### src/rtl/ess_pkg.sv
// ess_pkg: widths, constants and the queue item type of the encoder speed sampler
// used by ess_front, ess_queue, ess_back and encoder_speed_sampler; no dependencies
`default_nettype none

package ess_pkg;

  localparam int TIME_W  = 32;
  localparam int COUNT_W = 16;
  localparam int DELTA_W = 18;
  localparam int SPEED_W = 36;
  localparam int ABS_W   = 17;   // magnitude of a corrected delta, up to 32769
  localparam int SCALE_W = 20;
  localparam int MAG_W   = ABS_W + SCALE_W;   // |delta| * 1e6

  // encoder counter range and derived wrap correction constants
  localparam int ESS_COUNT_MAX = 65535;
  localparam logic signed [DELTA_W-1:0] ESS_HALF = DELTA_W'(ESS_COUNT_MAX / 2);
  localparam logic signed [DELTA_W-1:0] ESS_WRAP = DELTA_W'(ESS_COUNT_MAX + 1);

  localparam logic [SCALE_W-1:0] ESS_SPEED_SCALE = 20'd1000000;
  localparam logic [TIME_W-1:0]  ESS_PERIOD_RST  = 32'd10000;

  localparam logic [SPEED_W-1:0] ESS_SPEED_MAX = {1'b0, {(SPEED_W-1){1'b1}}};
  localparam logic [SPEED_W-1:0] ESS_SPEED_MIN = {1'b1, {(SPEED_W-1){1'b0}}};

  // one classified beat handed from the front to the back
  typedef struct packed {
    logic                      sampled;
    logic signed [DELTA_W-1:0] delta;
    logic [TIME_W-1:0]         dt;
  } ess_item_t;

endpackage

`default_nettype wire

### src/rtl/ess_front.sv
// ess_front: sample decision, count/time history and wrap-corrected delta
// depends on ess_pkg
`default_nettype none

module ess_front (
  input  wire logic                       clk,
  input  wire logic                       rst_n,
  input  wire logic                       cfg_wr_en,
  input  wire logic [ess_pkg::TIME_W-1:0] cfg_wr_data,
  input  wire logic                       in_valid,
  output logic                            in_stall,
  input  wire logic [ess_pkg::TIME_W-1:0] in_now_us,
  input  wire logic [ess_pkg::COUNT_W-1:0] in_count,
  input  wire logic                       q_ready,
  output logic                            q_push,
  output ess_pkg::ess_item_t              q_item
);
  import ess_pkg::*;

  logic [TIME_W-1:0]         period_r;
  logic [COUNT_W-1:0]        cur_count_r;
  logic [TIME_W-1:0]         cur_time_r;
  logic signed [DELTA_W-1:0] last_delta_r;
  logic [TIME_W-1:0]         last_dt_r;

  logic [TIME_W-1:0]         elapsed;
  logic                      take;
  logic                      accept;
  logic signed [DELTA_W-1:0] raw_delta;
  logic signed [DELTA_W-1:0] delta_nxt;

  assign in_stall = !q_ready;
  assign accept   = in_valid && q_ready;
  assign elapsed  = in_now_us - cur_time_r;
  assign take     = (elapsed >= period_r);

  // raw difference, then fold back one counter span
  always_comb begin
    raw_delta = $signed({2'b00, in_count}) - $signed({2'b00, cur_count_r});
    if (raw_delta <= -ESS_HALF) begin
      delta_nxt = raw_delta + ESS_WRAP;
    end else if (raw_delta >= ESS_HALF) begin
      delta_nxt = raw_delta - ESS_WRAP;
    end else begin
      delta_nxt = raw_delta;
    end
  end

  always_comb begin
    q_push         = accept;
    q_item.sampled = take;
    q_item.delta   = take ? delta_nxt : last_delta_r;
    q_item.dt      = take ? elapsed   : last_dt_r;
  end

  always_ff @(posedge clk) begin
    if (!rst_n) begin
      period_r     <= ESS_PERIOD_RST;
      cur_count_r  <= '0;
      cur_time_r   <= '0;
      last_delta_r <= '0;
      last_dt_r    <= '0;
    end else begin
      if (cfg_wr_en) begin
        period_r <= cfg_wr_data;
      end
      if (accept && take) begin
        cur_count_r  <= in_count;
        cur_time_r   <= in_now_us;
        last_delta_r <= delta_nxt;
        last_dt_r    <= elapsed;
      end
    end
  end

endmodule

`default_nettype wire

### src/rtl/ess_queue.sv
// ess_queue: small fifo of classified beats between front and back
// depends on ess_pkg
`default_nettype none

module ess_queue #(
  parameter int DEPTH = 4
) (
  input  wire logic                   clk,
  input  wire logic                   rst_n,
  input  wire logic                   push,
  input  wire ess_pkg::ess_item_t     push_item,
  output logic                        ready,
  input  wire logic                   pop,
  output logic                        valid,
  output ess_pkg::ess_item_t          pop_item
);
  import ess_pkg::*;

  localparam int AW = (DEPTH > 1) ? $clog2(DEPTH) : 1;
  localparam int CW = $clog2(DEPTH + 1);

  ess_item_t       mem_r [DEPTH];
  logic [AW-1:0]   wr_ptr_r;
  logic [AW-1:0]   rd_ptr_r;
  logic [CW-1:0]   fill_r;
  logic            do_push;
  logic            do_pop;

  assign ready    = (fill_r != CW'(DEPTH));
  assign valid    = (fill_r != '0);
  assign do_push  = push && ready;
  assign do_pop   = pop && valid;
  assign pop_item = mem_r[rd_ptr_r];

  always_ff @(posedge clk) begin
    if (do_push) begin
      mem_r[wr_ptr_r] <= push_item;
    end
  end

  always_ff @(posedge clk) begin
    if (!rst_n) begin
      wr_ptr_r <= '0;
      rd_ptr_r <= '0;
      fill_r   <= '0;
    end else begin
      if (do_push) begin
        wr_ptr_r <= (wr_ptr_r == AW'(DEPTH - 1)) ? '0 : wr_ptr_r + 1'b1;
      end
      if (do_pop) begin
        rd_ptr_r <= (rd_ptr_r == AW'(DEPTH - 1)) ? '0 : rd_ptr_r + 1'b1;
      end
      if (do_push && !do_pop) begin
        fill_r <= fill_r + 1'b1;
      end else if (do_pop && !do_push) begin
        fill_r <= fill_r - 1'b1;
      end
    end
  end

endmodule

`default_nettype wire

### src/rtl/ess_back.sv
// ess_back: speed computation (scale multiply, restoring divide, saturate) and result register
// depends on ess_pkg
`default_nettype none

module ess_back (
  input  wire logic                        clk,
  input  wire logic                        rst_n,
  input  wire logic                        q_valid,
  input  wire ess_pkg::ess_item_t          q_item,
  output logic                             q_pop,
  output logic                             out_valid,
  input  wire logic                        out_stall,
  output logic                             out_sampled,
  output logic signed [ess_pkg::SPEED_W-1:0] out_tick_speed,
  output logic signed [ess_pkg::DELTA_W-1:0] out_delta_ticks,
  output logic [ess_pkg::TIME_W-1:0]       out_delta_time,
  output logic                             out_zero_interval
);
  import ess_pkg::*;

  typedef enum logic [1:0] {
    ST_IDLE,
    ST_MUL,
    ST_DIV,
    ST_FIN
  } state_t;

  localparam int SW = $clog2(MAG_W + 1);

  state_t                    state_r;
  ess_item_t                 item_r;
  logic [MAG_W-1:0]          quo_r;
  logic [TIME_W:0]           rem_r;
  logic [SW-1:0]             step_r;
  logic [SPEED_W-1:0]        speed_r;
  logic                      out_valid_r;
  logic                      sampled_r;
  logic [SPEED_W-1:0]        tick_speed_r;
  logic signed [DELTA_W-1:0] delta_ticks_r;
  logic [TIME_W-1:0]         delta_time_r;
  logic                      zero_r;

  logic                      neg;
  logic [DELTA_W-1:0]        abs_full;
  logic [ABS_W-1:0]          abs_delta;
  logic [MAG_W-1:0]          mag;
  logic [TIME_W:0]           rem_sh;
  logic                      ge;
  logic [TIME_W:0]           rem_nxt;
  logic [MAG_W-1:0]          quo_nxt;
  logic [SPEED_W-1:0]        sat_speed;
  logic [SPEED_W-1:0]        speed_nxt;
  logic                      out_free;

  assign q_pop    = (state_r == ST_IDLE) && q_valid;
  assign out_free = !out_valid_r || !out_stall;

  // magnitude times the per-second scale
  always_comb begin
    neg       = item_r.delta[DELTA_W-1];
    abs_full  = neg ? DELTA_W'(-item_r.delta) : DELTA_W'(item_r.delta);
    abs_delta = abs_full[ABS_W-1:0];
    mag       = MAG_W'(abs_delta) * MAG_W'(ESS_SPEED_SCALE);
  end

  // one quotient bit per cycle
  always_comb begin
    rem_sh  = {rem_r[TIME_W-1:0], quo_r[MAG_W-1]};
    ge      = (rem_sh >= {1'b0, item_r.dt});
    rem_nxt = ge ? (rem_sh - {1'b0, item_r.dt}) : rem_sh;
    quo_nxt = {quo_r[MAG_W-2:0], ge};
  end

  // clamp to the signed speed range, then pick what the stored speed becomes
  always_comb begin
    if (quo_r[MAG_W-1:SPEED_W-1] != '0) begin
      sat_speed = neg ? ESS_SPEED_MIN : ESS_SPEED_MAX;
    end else begin
      sat_speed = neg ? SPEED_W'(-quo_r[SPEED_W-1:0]) : quo_r[SPEED_W-1:0];
    end
    if (!item_r.sampled) begin
      speed_nxt = speed_r;
    end else if (item_r.dt == '0) begin
      speed_nxt = '0;
    end else begin
      speed_nxt = sat_speed;
    end
  end

  always_ff @(posedge clk) begin
    if (!rst_n) begin
      state_r     <= ST_IDLE;
      speed_r     <= '0;
      out_valid_r <= 1'b0;
    end else begin
      // a taken beat empties the result register unless a new one loads now
      if (out_valid_r && !out_stall && (state_r != ST_FIN)) begin
        out_valid_r <= 1'b0;
      end
      case (state_r)
        ST_IDLE: begin
          if (q_valid) begin
            item_r  <= q_item;
            state_r <= (q_item.sampled && (q_item.dt != '0)) ? ST_MUL : ST_FIN;
          end
        end
        ST_MUL: begin
          quo_r   <= mag;
          rem_r   <= '0;
          step_r  <= SW'(MAG_W);
          state_r <= ST_DIV;
        end
        ST_DIV: begin
          quo_r  <= quo_nxt;
          rem_r  <= rem_nxt;
          step_r <= step_r - 1'b1;
          if (step_r == SW'(1)) begin
            state_r <= ST_FIN;
          end
        end
        ST_FIN: begin
          if (out_free) begin
            speed_r       <= speed_nxt;
            out_valid_r   <= 1'b1;
            sampled_r     <= item_r.sampled;
            tick_speed_r  <= speed_nxt;
            delta_ticks_r <= item_r.delta;
            delta_time_r  <= item_r.dt;
            zero_r        <= (item_r.dt == '0);
            state_r       <= ST_IDLE;
          end
        end
        default: begin
          state_r <= ST_IDLE;
        end
      endcase
    end
  end

  assign out_valid         = out_valid_r;
  assign out_sampled       = sampled_r;
  assign out_tick_speed    = $signed(tick_speed_r);
  assign out_delta_ticks   = delta_ticks_r;
  assign out_delta_time    = delta_time_r;
  assign out_zero_interval = zero_r;

endmodule

`default_nettype wire

### src/rtl/encoder_speed_sampler.sv
// encoder_speed_sampler: top level, front classifier + beat queue + speed back end
// depends on ess_pkg, ess_front, ess_queue, ess_back
`default_nettype none
//
//  channel  | handshake                  | payload
//  ---------+----------------------------+------------------------------------------
//  in       | in_valid / in_stall        | in_now_us[31:0], in_count[15:0]
//  out      | out_valid / out_stall      | out_sampled, out_tick_speed[35:0] (s),
//           |                            | out_delta_ticks[17:0] (s), out_delta_time,
//           |                            | out_zero_interval
//  cfg      | cfg_wr_en                  | cfg_wr_data[31:0] = sample period in us
//
//  a beat that takes a sample with nonzero interval passes through the back end as:
//    latch, one scale multiply, 37 restoring divide steps, result load
//  any other beat goes from latch straight to result load; the divider loop sets the rate
//  the front takes one beat per cycle while the queue (QUEUE_DEPTH beats) has room
//  synchronous active-low reset: period 10000 us, history and stored speed cleared
//  out_stall holds the result register and the back end's result load; front keeps filling the queue meanwhile

module encoder_speed_sampler #(
  parameter int QUEUE_DEPTH = 4
) (
  input  wire logic                          clk,
  input  wire logic                          rst_n,
  // configuration
  input  wire logic                          cfg_wr_en,
  input  wire logic [ess_pkg::TIME_W-1:0]    cfg_wr_data,
  // input beats
  input  wire logic                          in_valid,
  output logic                               in_stall,
  input  wire logic [ess_pkg::TIME_W-1:0]    in_now_us,
  input  wire logic [ess_pkg::COUNT_W-1:0]   in_count,
  // result beats
  output logic                               out_valid,
  input  wire logic                          out_stall,
  output logic                               out_sampled,
  output logic signed [ess_pkg::SPEED_W-1:0] out_tick_speed,
  output logic signed [ess_pkg::DELTA_W-1:0] out_delta_ticks,
  output logic [ess_pkg::TIME_W-1:0]         out_delta_time,
  output logic                               out_zero_interval
);
  import ess_pkg::*;

  // front -> queue
  logic      push;
  ess_item_t push_item;
  logic      q_ready;
  // queue -> back
  logic      q_valid;
  ess_item_t pop_item;
  logic      q_pop;

  // decides whether a beat samples, keeps history, computes delta and interval
  ess_front u_front (
    .clk         (clk),
    .rst_n       (rst_n),
    .cfg_wr_en   (cfg_wr_en),
    .cfg_wr_data (cfg_wr_data),
    .in_valid    (in_valid),
    .in_stall    (in_stall),
    .in_now_us   (in_now_us),
    .in_count    (in_count),
    .q_ready     (q_ready),
    .q_push      (push),
    .q_item      (push_item)
  );

  // decouples the one-per-cycle front from the multi-cycle divider
  ess_queue #(
    .DEPTH (QUEUE_DEPTH)
  ) u_queue (
    .clk       (clk),
    .rst_n     (rst_n),
    .push      (push),
    .push_item (push_item),
    .ready     (q_ready),
    .pop       (q_pop),
    .valid     (q_valid),
    .pop_item  (pop_item)
  );

  // speed = 1e6 * delta / dt, truncated and clamped, plus the result register
  ess_back u_back (
    .clk               (clk),
    .rst_n             (rst_n),
    .q_valid           (q_valid),
    .q_item            (pop_item),
    .q_pop             (q_pop),
    .out_valid         (out_valid),
    .out_stall         (out_stall),
    .out_sampled       (out_sampled),
    .out_tick_speed    (out_tick_speed),
    .out_delta_ticks   (out_delta_ticks),
    .out_delta_time    (out_delta_time),
    .out_zero_interval (out_zero_interval)
  );

endmodule

`default_nettype wire

### config.mk
export PLATFORM = sky130hd
export DESIGN_NAME = encoder_speed_sampler
export DESIGN_NICKNAME = d
export VERILOG_FILES = /design/src/rtl/ess_pkg.sv /design/src/rtl/ess_front.sv /design/src/rtl/ess_queue.sv /design/src/rtl/ess_back.sv /design/src/rtl/encoder_speed_sampler.sv
export SDC_FILE = /design/constraint.sdc
export NUM_CORES = 1
export LEC_CHECK = 0
export ABC_AREA = 1
export BUFFER_PORTS_ARGS = -buffer_cell sky130_fd_sc_hd__clkbuf_2
export CAP_MARGIN = 20
export CORE_MARGIN = 2
export CORE_UTILIZATION = 60
export DETAILED_ROUTE_END_ITERATION = 10
export GPL_TIMING_DRIVEN = 1
export HOLD_SLACK_MARGIN = 0.15
export MAX_ROUTING_LAYER = met4
export PLACE_DENSITY = 0.78
export SLEW_MARGIN = 10
export SYNTH_ARGS = -nofsm -noshare
export SYNTH_HDL_FRONTEND = slang
export SYNTH_HIERARCHICAL = 1
export SYNTH_SLANG_ARGS = --single-unit
### constraint.sdc
create_clock -name clk -period 7.45 [get_ports clk]
set_input_delay 0.745 -clock clk [delete_from_list [all_inputs] [get_ports clk]]
set_output_delay 0.745 -clock clk [all_outputs]
set_load 0.02 [all_outputs]
==> results of run 1 <==
==> worst register-to-register path: stages, from the launching register on <==
cell and delay [ps]:
edfxtp_1 520, inv_1 190, ha_1 230, nand4_1 160
nor2_1 160, nand3_1 100, nand2_1 100, o21ai_0 110
xor2_1 430, inv_1 290, fa_1 590, inv_1 50
fa_1 480, fa_1 560, inv_1 40, ha_1 290
ha_1 310, ha_1 310, ha_1 400, nand2_1 150
nor3_1 210, nand2_1 100, nor3_1 140, nand2_1 90
nand2_1 80, nand2_1 50, nand3_1 60, o21ai_0 80
==> stage by stage <==
stage | setup slack (ps) | area [um^2] | hold slack, ps
floorplan | 1554 | 34970 | 426.4
global placement | 1089 | 36380 | 432.4
detailed placement | 937.8 | 36380 | 438.0
CTS | 899.5 | 38430 | 277.7
global route | 230.1 | 38430 | 301.7
finish | 891.2 | 38430 | 312.0
==> Yosys cell counts (63+ instances only) <==
master    number  area (um^2)
xor2_1        66        578.1
a21oi_1      240         1201
dfxtp_1      178         3563
ha_1         229         2865
nand2_1      901         3382
nand3_1      191        955.9
o21ai_1       72        360.4
clkbuf_1      63        236.5
edfxtp_1     418        12550
inv_1        577         2166
o21ai_0      325         1627
nor2_1       538         2019
==> routing by layer <==
layer	global-route usage	up-vias
met2	0.4631	920
met1	0.3819	13130
met3	0.03263	140
met5	-	-
met4	0.09180	0
li1	-	14120
==> final cells by class <==
type	instances	area share
Sequential cell	596	0.4194
Multi-Input combinational cell	2879	0.4155
Clock buffer	77	0.04177
Timing Repair Buffer	204	0.02891
Inverter	594	0.05802
Clock inverter	35	0.01149
Tap cell	765	0.02491
==> path summary, 6_finish.rpt <==
kind	from	to	slack [ps]	depth (start not counted)
max	u_back/item_r[32]	u_back/quo_r[35]	890	27
min	cfg_wr_data[9]	u_front/period_r[9]	310	3
max reg2reg	u_back/item_r[32]	u_back/quo_r[35]	890	27
min reg2reg	u_back/item_r[4]	u_back/out_delta_time[4]	460	0
==> sequential cells by signal (all words and copies together) (netlist names), 32 cells and up, named ones only <==
signal	cells
u_back/out_delta_time	32
u_back/item_r	51
u_front/last_dt_r	32
u_front/period_r	32
u_back/quo_r	37
u_front/cur_time_r	32
u_queue/mem_r	204
u_back/rem_r	32
u_back/out_tick_speed	36
u_back/speed_r	36
==> cell families after synthesis <==
kind of cell / count (synthesis) / share of synthesized area
buf+inv: 723 / 0.08427
simple gates: 1760 / 0.2066
xor+xnor: 84 / 0.02190
compound gates: 753 / 0.1141
flops: 596 / 0.4609
fa+ha+maj: 282 / 0.1123
==> summary.txt, run 1 <==
Status
  • Status: finished, final reports clean

Clock tree
  • Post-CTS Setup Inserts: 0
  • Longest Clk Path Bufs: 3
  • Post_cts resized: 0
  • CTS root buffer: clkbuf_16
  • Num CTS Buffers: 60
  • Clock Latency Late Sink: about 650 ps
  • Max H-tree Level: 2
  • CTS Hold Bufs: 0
  • CTS tree: yes
  • CTS Sinks: about 600
  • Clock transition at path regs: 70 ps

Placement
  • PortBufs: roughly 170
  • Detailed Place HPWL: around 60000 um
  • Placed instance count: 5038
  • Gpl congestion: around 0.98

Route
  • WL per Instance: around 16 um
  • Drt pass-1 iters: 6
  • DRC viols: 0
  • Metal2 WL: approximately 39000 um
  • Starting DRC count in detailed routing: 2360
  • WL met3: 5190 um
  • Top layer in use: met4
  • Antenna-violating nets left: 0
  • Post-DR vias/cell: 5.498
  • Detailed-route via count: between 20k and 30k
  • DRT met1 WL: 36880 um
  • Final wirelength: 83570 um

Final layout
  • Area Growth Syn to Fin: 9.912%
  • Utilization after layout: 0.6661
  • Final #Nets: 4702
  • Fillers: roughly 4.8k
  • Layout cells sized above 1: 0.08141
  • Commonest cells after routing, fill and taps aside: nand2_1 (901), inv_1 (576), nor2_1 (531)
  • Reg area: 16120 um^2
  • Footprint of the multi-input gates: 15970 um^2
  • Layout Cells excl Fill: 5150
  • N_diodes: 0
  • Commonest non-fill, non-tap cell in the layout: nand2_1

Global route
  • Via count of the first global-routing pass: 26.83k
  • Antenna violations before repair: 0
  • Remaining global-route overflow: 0
  • Largest net degree at the start of global routing: roughly 110
  • GRT Total Usage: 0.2872
  • First-pass GRT wire length: roughly 140000 um

STA
  • Slew margin rel.: 0.2651
  • RSZ-0062 raised after global routing: no
  • Min Tclk post-route: 6559 ps
  • Worst-margin pin slew: around 1100 ps
  • Final worst-path cycle share: 0.8804
  • Final hold viol count: 0
  • Setup violators final: 0
  • Fmax: 152.5 MHz
  • Pins Over Slew Limit: 0
  • Setup_tns: 0 ps
  • Clock Skew: 50.02 ps

Synthesis
  • Cells after synthesis: 4198
  • Syn nets: 4565
  • Flop and latch count out of synthesis: 596
  • Avg Cell Area, Syn: 8.329 um^2
  • Async SR Flop Fraction: 0
  • Mapped Area: approximately 35000 um^2
  • Post-synthesis sequential area ratio: 0.4609
  • Top_reg_cell synth: edfxtp_1
  • Netlist cell types: 55
  • Synth warn: 6
  • Post-synth EDFFs: 418

Worst setup path
  • Slowest CP cell: fa_1
  • CP max stage delay: 590 ps
  • Crit path top cell by count: nand2_1
  • WP data required: 7830 ps
  • CP top delay family: adder cells
  • CP endpoint kind: flop
  • WP data arrival: 6940 ps
  • Buf/Inv on CP: 4
  • Worst-path maximum fanout: 7
  • WS Path Type: reg -> reg
  • CP Launch Type: flop

Floorplan
  • Core Footprint: 57700 um^2
  • Die height: 245.4 um
  • Die W: roughly 250 um
  • Std-Cell Rows: approximately 90
  • Starting Density: 0.6060
  • Num ports: 175
  • Die area: 60220 um^2

Run
  • MaxCap Viol Count: 0

Min path
  • Worst min path class: in -> reg
Power of run 1 is not shown: default switching activity piles up to over one toggle a cycle in this logic, so the estimate is an artifact.
==> run 2, diff against run 1 <==
--- a/config.mk
+++ b/config.mk
@@ -5,7 +5,6 @@
 export SDC_FILE = /design/constraint.sdc
 export NUM_CORES = 1
 export LEC_CHECK = 0
-export ABC_AREA = 1
 export BUFFER_PORTS_ARGS = -buffer_cell sky130_fd_sc_hd__clkbuf_2
 export CAP_MARGIN = 20
 export CORE_MARGIN = 2
==> summary.txt, run 2 <==
Worst setup path
  • Crit. Startpoint: u_back/item_r[49] (was u_back/item_r[32])
  • FF-to-FF Start: u_back/item_r[49] (was u_back/item_r[32])
  • CP endpoint kind: flop (unchanged)
  • R2R Path End: u_back/quo_r[34] (was u_back/quo_r[35])
  • CP top delay family: adder cells (unchanged)
  • CP Launch Type: flop (unchanged)
  • Critical-path cell list: o31ai_1 -> xnor2_1 -> xor2_1 -> xor2_1 -> fa_1 -> fa_1 -> inv_1 -> fa_1 -> inv_1 -> ha_1 -> inv_1 -> fa_1 -> inv_1 -> ha_1 -> a21o_1 -> a21oi_1 -> nor3b_1 -> o22ai_1 -> o21ai_1 -> o31ai_2 -> a21oi_1 -> or4b_2 -> nand4_1
  • WP data required: 7940 ps (was 7830 ps)
  • CP max stage delay: 710 ps (was 590 ps)
  • Buf/Inv on CP: 4 (unchanged)
  • WS Path Type: reg -> reg (unchanged)
  • Slowest CP cell: xnor2_1 (was fa_1)
  • Register-to-Register Setup Slack: 410 ps (was 890 ps)
  • Register-to-Register Path Depth: 23 (was 27)
  • WP data arrival: 7530 ps (was 6940 ps)
  • Worst-path maximum fanout: 16 (was 7)

Route
  • Final wirelength: 77840 um (was 83570 um)
  • Drt pass-1 iters: 6 (unchanged)
  • Antenna-violating nets left: 0 (unchanged)
  • Detailed-route via count: 23.28k (was 28.32k)
  • Starting DRC count in detailed routing: 1685 (was 2360)
  • WL per Instance: 19.80 um (was 16.23 um)
  • Post-DR vias/cell: 5.922 (was 5.498)
  • DRC viols: 0 (unchanged)

Run
  • MaxCap Viol Count: 0 (unchanged)

Status
  • Status: finished, final reports clean (unchanged)

Min path
  • Hold Path End: u_front/period_r[25] (was u_front/period_r[9])
  • Hold path depth: 3 (unchanged)
  • Worst Hold Launch: cfg_wr_data[25] (was cfg_wr_data[9])
  • Worst min path class: in -> reg (unchanged)

Final layout
  • Layout cells sized above 1: 0.1274 (was 0.08141)
  • Commonest non-fill, non-tap cell in the layout: edfxtp_1 (was nand2_1)
  • Final #Nets: 3543 (was 4702)
  • Largest register FFs: 204 (unchanged)
  • Top reg by flops: u_queue/mem_r (unchanged)
  • Area Growth Syn to Fin: 10.80% (was 9.912%)
  • Commonest cells after routing, fill and taps aside: edfxtp_1 (418), inv_1 (299), nand2_1 (268) (was nand2_1 (901), inv_1 (576), nor2_1 (531))
  • N_diodes: 0 (unchanged)
  • Biggest registers after layout: u_queue/mem_r: 204 flops, u_back/item_r: 51 flops, u_back/quo_r: 37 flops (unchanged)

Global route
  • Antenna violations before repair: 0 (unchanged)
  • Largest net degree at the start of global routing: 78 (was 109)
  • GRT Total Usage: 0.2813 (was 0.2872)
  • Remaining global-route overflow: 0 (unchanged)
  • First-pass GRT wire length: 122800 um (was 135200 um)
  • Via count of the first global-routing pass: 22.94k (was 26.83k)

STA
  • Setup_tns: 0 ps (unchanged)
  • Fmax: 142.1 MHz (was 152.5 MHz)
  • Setup violators final: 0 (unchanged)
  • Worst-margin pin slew: 1099 ps (was 1102 ps)
  • Final hold viol count: 0 (unchanged)
  • Min Tclk post-route: 7038 ps (was 6559 ps)
  • Final worst-path cycle share: 0.9447 (was 0.8804)
  • Clock Skew: 23.07 ps (was 50.02 ps)
  • Slew margin rel.: 0.2555 (was 0.2651)
  • RSZ-0062 raised after global routing: no (unchanged)
  • Pins Over Slew Limit: 0 (unchanged)
  • Worst Slack Setup Final: 412.0 ps (was 891.2 ps)

Floorplan
  • Die height: 239.0 um (was 245.4 um)
  • Die W: 239.0 um (was 245.4 um)
  • Starting Density: 0.6040 (was 0.6060)
  • Die area: 57140 um^2 (was 60220 um^2)
  • Core Footprint: 54880 um^2 (was 57700 um^2)
  • Std-Cell Rows: 86 (was 88)
  • Num ports: 175 (unchanged)

Synthesis
  • Avg Cell Area, Syn: 10.94 um^2 (was 8.329 um^2)
  • Synth area leaders: edfxtp_1 (38%), dfxtp_1 (11%), ha_1 (8.6%), mux2i_1 (3.5%), mux4_2 (3.5%) (was edfxtp_1 (36%), dfxtp_1 (10%), nand2_1 (9.7%), ha_1 (8.2%), inv_1 (6.2%))
  • Cells after synthesis: 3029 (was 4198)
  • Synth top cells by count: edfxtp_1 (418), inv_1 (302), nand2_1 (268) (was nand2_1 (901), inv_1 (577), nor2_1 (538))
  • Area leader, netlist: edfxtp_1 (unchanged)
  • Top_reg_cell synth: edfxtp_1 (unchanged)
  • Post-synthesis sequential area ratio: 0.4862 (was 0.4609)
  • Flop and latch count out of synthesis: 596 (unchanged)
  • Async SR Flop Fraction: 0 (unchanged)
  • Synth warn: 6 (unchanged)
  • Most frequent cell after synthesis: edfxtp_1 (was nand2_1)
  • Mapped Area: 33140 um^2 (was 34970 um^2)
  • Syn nets: 3396 (was 4565)
  • Netlist cell types: 92 (was 55)
  • Post-synth EDFFs: 418 (unchanged)
  • Post-synth top area share: 0.3787 (was 0.3590)

Clock tree
  • Longest Clk Path Bufs: 3 (unchanged)
  • CTS Sinks: 596 (unchanged)
  • CTS root buffer: clkbuf_16 (unchanged)
  • Max H-tree Level: 2 (unchanged)
  • Num CTS Buffers: 60 (unchanged)
  • CTS tree: yes (unchanged)
  • Clock Latency Late Sink: 640 ps (was 650 ps)
  • Post-CTS Setup Inserts: 0 (unchanged)
  • Clock transition at path regs: 70 ps (about the same)
  • CTS Hold Bufs: 0 (unchanged)

Placement
  • PortBufs: 174 (unchanged)
  • Pre-CTS WS: 178.5 ps (was 937.8 ps)
  • Gpl congestion: 0.9276 (was 0.9826)
  • Detailed Place HPWL: 57130 um (was 60970 um)
[run 2: worst max-delay path by stage]
stage                                   to  slack, ps  cells after the start
final                     u_back/quo_r[34]        410                     23
after global routing      u_back/quo_r[36]         10                     25
after floorplan           u_back/quo_r[35]        700                     26
after CTS                 u_back/quo_r[34]        160                     22
after global placement    u_back/quo_r[34]        620                     22
after detailed placement  u_back/quo_r[34]        180                     22
[run 2: worst reg2reg max path: stages, from the launching register on]
cell and delay, ps:
edfxtp_1 620, o31ai_1 220, xnor2_1 710, xor2_1 260, xor2_1 230, fa_1 540
fa_1 550, inv_1 60, fa_1 500, inv_1 40, ha_1 270, inv_1 50
fa_1 490, inv_1 40, ha_1 390, a21o_1 170, a21oi_1 90, nor3b_1 170
o22ai_1 180, o21ai_1 150, o31ai_2 310, a21oi_1 140, or4b_2 620, nand4_1 110
[run 2: cells by family (layout without fill, tap and decap cells)]
group	count (synthesis)	after routing	share of synthesized area
compound gates	598	598	0.1185
xor+xnor	160	160	0.04228
fa+ha+maj	287	287	0.1200
buf+inv	429	627	0.04998
flops	596	596	0.4862
mux	183	183	0.07512
simple gates	776	776	0.1080
[run 2: layout make-up]
type	count	area, um^2
fillers	4084	18150
flip-flops and latches	596	16120
multi-input cells	2004	15410
clock buffers	74	1617
repair buffers	208	1159
inverters	306	1151
well taps	704	880.8
clock inverters	39	385.4
[run 2: timing repair]
item,4_1_cts,5_1_grt
resized for setup,0,3
setup endpoints to repair,0,2
hold endpoints to repair,0,0
[run 2: metal layers]
metal	share of wire	up-vias	track usage
li1	-	11150	-
met2	0.49	748	0.4647
met4	0.029	0	0.08712
met5	0	-	-
met1	0.43	11240	0.3648
met3	0.054	145	0.03522
[run 2: through the flow]
step	util	area, um^2	instances	hold slack, ps
after floorplan	-	33140	3029	424.4
after global placement	0.6321	34690	3817	441.4
after detailed placement	0.6321	34690	3817	446.8
after CTS	0.6686	36690	3930	303.6
after global routing	0.6692	36720	3931	320.2
final	0.6692	36720	3931	346.0
Power of run 2 is left out for the same reason.
==> run 3, diff against run 2 <==
--- a/config.mk
+++ b/config.mk
@@ -17,5 +17,4 @@
 export SLEW_MARGIN = 10
 export SYNTH_ARGS = -nofsm -noshare
 export SYNTH_HDL_FRONTEND = slang
-export SYNTH_HIERARCHICAL = 1
 export SYNTH_SLANG_ARGS = --single-unit
==> summary.txt, run 3 <==
Route
  • Antenna-violating nets left: 0 (unchanged)
  • Final wirelength: 79420 um (was 77840 um)
  • Starting DRC count in detailed routing: 2288 (was 1685)
  • Detailed-route via count: 23.70k (was 23.28k)
  • WL per Instance: 20.14 um (was 19.80 um)
  • Drt pass-1 iters: 5 (was 6)
  • DRT met1 WL: 34430 um (was 33300 um)
  • Top layer in use: met4 (unchanged)
  • WL met3: 5175 um (was 4167 um)
  • DRC viols: 0 (unchanged)
  • Metal2 WL: 38000 um (was 38100 um)
  • Post-DR vias/cell: 6.009 (was 5.922)

Clock tree
  • Max H-tree Level: 3 (was 2)
  • CTS Sinks: 596 (unchanged)
  • CTS tree: yes (unchanged)
  • CTS root buffer: clkbuf_16 (unchanged)
  • CTS Hold Bufs: 0 (unchanged)
  • Clock transition at path regs: 60 ps (was 70 ps)
  • Clock Latency Late Sink: 610 ps (was 640 ps)
  • Longest Clk Path Bufs: 3 (unchanged)
  • Num CTS Buffers: 66 (was 60)

Global route
  • Remaining global-route overflow: 0 (unchanged)
  • GRT Total Usage: 0.2919 (was 0.2813)
  • First-pass GRT wire length: 125600 um (was 122800 um)
  • Largest net degree at the start of global routing: 76 (was 78)
  • Antenna violations before repair: 2 (was 0)
  • Via count of the first global-routing pass: 23.28k (was 22.94k)

Final layout
  • Commonest cells after routing, fill and taps aside: edfxtp_1 (418), nand2_1 (344), inv_1 (286) (was edfxtp_1 (418), inv_1 (299), nand2_1 (268))
  • Commonest non-fill, non-tap cell in the layout: edfxtp_1 (unchanged)
  • Largest register FFs: 204 (unchanged)
  • Layout cells sized above 1: 0.1402 (was 0.1274)
  • Fillers: 3935 (was 4084)
  • Biggest registers after layout: u_queue.mem_r: 204 flops, u_back.item_r: 51 flops, u_back.quo_r: 37 flops (was u_queue/mem_r: 204 flops, u_back/item_r: 51 flops, u_back/quo_r: 37 flops)
  • Final #Nets: 3561 (was 3543)
  • Top reg by flops: u_queue.mem_r (was u_queue/mem_r)
  • Area Growth Syn to Fin: 11.95% (was 10.80%)

Worst setup path
  • Register-to-Register Setup Slack: 480 ps (was 410 ps)
  • WP data required: 7780 ps (was 7940 ps)
  • Register-to-Register Path Depth: 26 (was 23)
  • Worst-path maximum fanout: 7 (was 16)
  • R2R Path End: u_back.quo_r[35] (was u_back/quo_r[34])
  • CP endpoint kind: flop (unchanged)
  • WS Path Type: reg -> reg (unchanged)
  • CP Launch Type: flop (unchanged)
  • FF-to-FF Start: u_back.item_r[32] (was u_back/item_r[49])
  • WP data arrival: 7300 ps (was 7530 ps)

Min path
  • Hold Path End: u_front.period_r[11] (was u_front/period_r[25])
  • Worst Hold Launch: cfg_wr_data[11] (was cfg_wr_data[25])
  • Worst min path class: in -> reg (unchanged)
  • Hold path depth: 3 (unchanged)

STA
  • Setup_tns: 0 ps (unchanged)
  • Min Tclk post-route: 6972 ps (was 7038 ps)
  • Clock Skew: 20.90 ps (was 23.07 ps)
  • Slew margin rel.: 0.2576 (was 0.2555)
  • Final worst-path cycle share: 0.9358 (was 0.9447)
  • Fmax: 143.4 MHz (was 142.1 MHz)
  • Setup violators final: 0 (unchanged)
  • Worst-margin pin slew: 1114 ps (was 1099 ps)
  • Pins Over Slew Limit: 0 (unchanged)
  • Final hold viol count: 0 (unchanged)
  • RSZ-0062 raised after global routing: no (unchanged)

Floorplan
  • Die height: 237.1 um (was 239.0 um)
  • Std-Cell Rows: 85 (was 86)
  • Die W: 237.1 um (was 239.0 um)
  • Core Footprint: 53810 um^2 (was 54880 um^2)
  • Starting Density: 0.6057 (was 0.6040)
  • Die area: 56200 um^2 (was 57140 um^2)
  • Num ports: 175 (unchanged)

Synthesis
  • Async SR Flop Fraction: 0 (unchanged)
  • Most frequent cell after synthesis: edfxtp_1 (unchanged)
  • Post-synth top area share: 0.3851 (was 0.3787)
  • Synth top cells by count: edfxtp_1 (418), nand2_1 (344), inv_1 (287) (was edfxtp_1 (418), inv_1 (302), nand2_1 (268))
  • Synth area leaders: edfxtp_1 (39%), dfxtp_1 (11%), ha_1 (8.8%), nand2_1 (4.0%), mux4_2 (3.5%) (was edfxtp_1 (38%), dfxtp_1 (11%), ha_1 (8.6%), mux2i_1 (3.5%), mux4_2 (3.5%))
  • Post-synthesis sequential area ratio: 0.4944 (was 0.4862)
  • Cells after synthesis: 3028 (was 3029)
  • Netlist cell types: 79 (was 92)
  • Mapped Area: 32590 um^2 (was 33140 um^2)
  • Avg Cell Area, Syn: 10.76 um^2 (was 10.94 um^2)
  • Synth warn: 0 (was 6)
  • Flop and latch count out of synthesis: 596 (unchanged)
  • Post-synth EDFFs: 418 (unchanged)
  • Syn nets: 3396 (unchanged)
  • Area leader, netlist: edfxtp_1 (unchanged)
  • Top_reg_cell synth: edfxtp_1 (unchanged)

Status
  • Status: finished, final reports clean (unchanged)

Run
  • MaxCap Viol Count: 0 (unchanged)

Placement
  • Detailed Place HPWL: 56010 um (was 57130 um)
  • PortBufs: 174 (unchanged)
  • Gpl congestion: 0.9441 (was 0.9276)
==> run 3: layout make-up <==
type	instances	area, um^2	area share
multi-input cells	2024	15000	0.4110
clock buffers	93	1877	0.05144
inverters	290	1091	0.02990
repair buffers	215	1224	0.03354
diodes	2	5.005	0.0001372
clock inverters	28	304.0	0.008332
flip-flops and latches	596	16120	0.4418
well taps	696	870.8	0.02387
==> run 3: worst max path at each step <==
stage,start,to,slack [ps],cells past startpoint
4_1_cts,u_back.item_r[35],u_back.quo_r[34],260,26
6_report,u_back.item_r[32],u_back.quo_r[35],480,26
3_3_place_gp,u_back.item_r[34],u_back.quo_r[34],480,26
3_5_place_dp,u_back.item_r[35],u_back.quo_r[34],320,26
2_1_floorplan,u_back.item_r[32],u_back.quo_r[34],610,26
5_1_grt,u_back.item_r[32],u_back.quo_r[35],40,26
==> run 3: what timing repair did <==
action | CTS | global route
resized for setup | 0 | 6
setup buffers | 0 | 2
endpoints found under the setup margin | 0 | 4
==> run 3: kinds of logic (layout without fill, tap and decap cells) <==
logic type      count (synthesis)  count (layout)  synth area share
other cells                     0               2                 0
fa+ha+maj                     285             285            0.1215
buf+inv                       408             626           0.04787
mux                           154             154           0.06856
xor+xnor                      138             138           0.03708
flops                         596             596            0.4944
simple gates                  831             831            0.1149
compound gates                616             616            0.1157
==> run 3: per-stage QoR <==
stage	instances	area (um^2)	utilization	hold slack (ps)	setup WS, ps
6_report	3944	36490	0.6781	380.1	478.4
2_1_floorplan	3028	32590	-	420.7	614.9
4_1_cts	3938	36390	0.6763	347.6	258.4
3_5_place_dp	3817	34210	0.6357	435.7	318.2
3_3_place_gp	3817	34210	0.6357	427.0	484.5
5_1_grt	3944	36490	0.6781	374.7	43.52
==> run 3: worst max-delay path, cell delays in order (launching register included) <==
cell	delay, ps
edfxtp_1	360
inv_1	120
ha_1	230
nand2b_1	160
xnor2_1	490
inv_1	200
fa_1	510
inv_1	50
fa_1	480
fa_1	490
ha_1	340
inv_1	70
o21bai_1	90
ha_1	280
inv_1	50
fa_1	510
inv_1	50
ha_1	370
a21oi_1	270
nand2_1	90
o31ai_1	370
o2111ai_1	260
a41oi_1	350
o21bai_1	90
a21oi_1	180
xor2_1	150
o21ai_0	90
==> run 3: layer usage <==
metal | track usage | up-vias
met5 | - | -
met4 | 0.08843 | 0
met3 | 0.03719 | 121
met2 | 0.4617 | 883
met1 | 0.3980 | 11550
li1 | - | 11140
Power of run 3 is left out for the same reason.
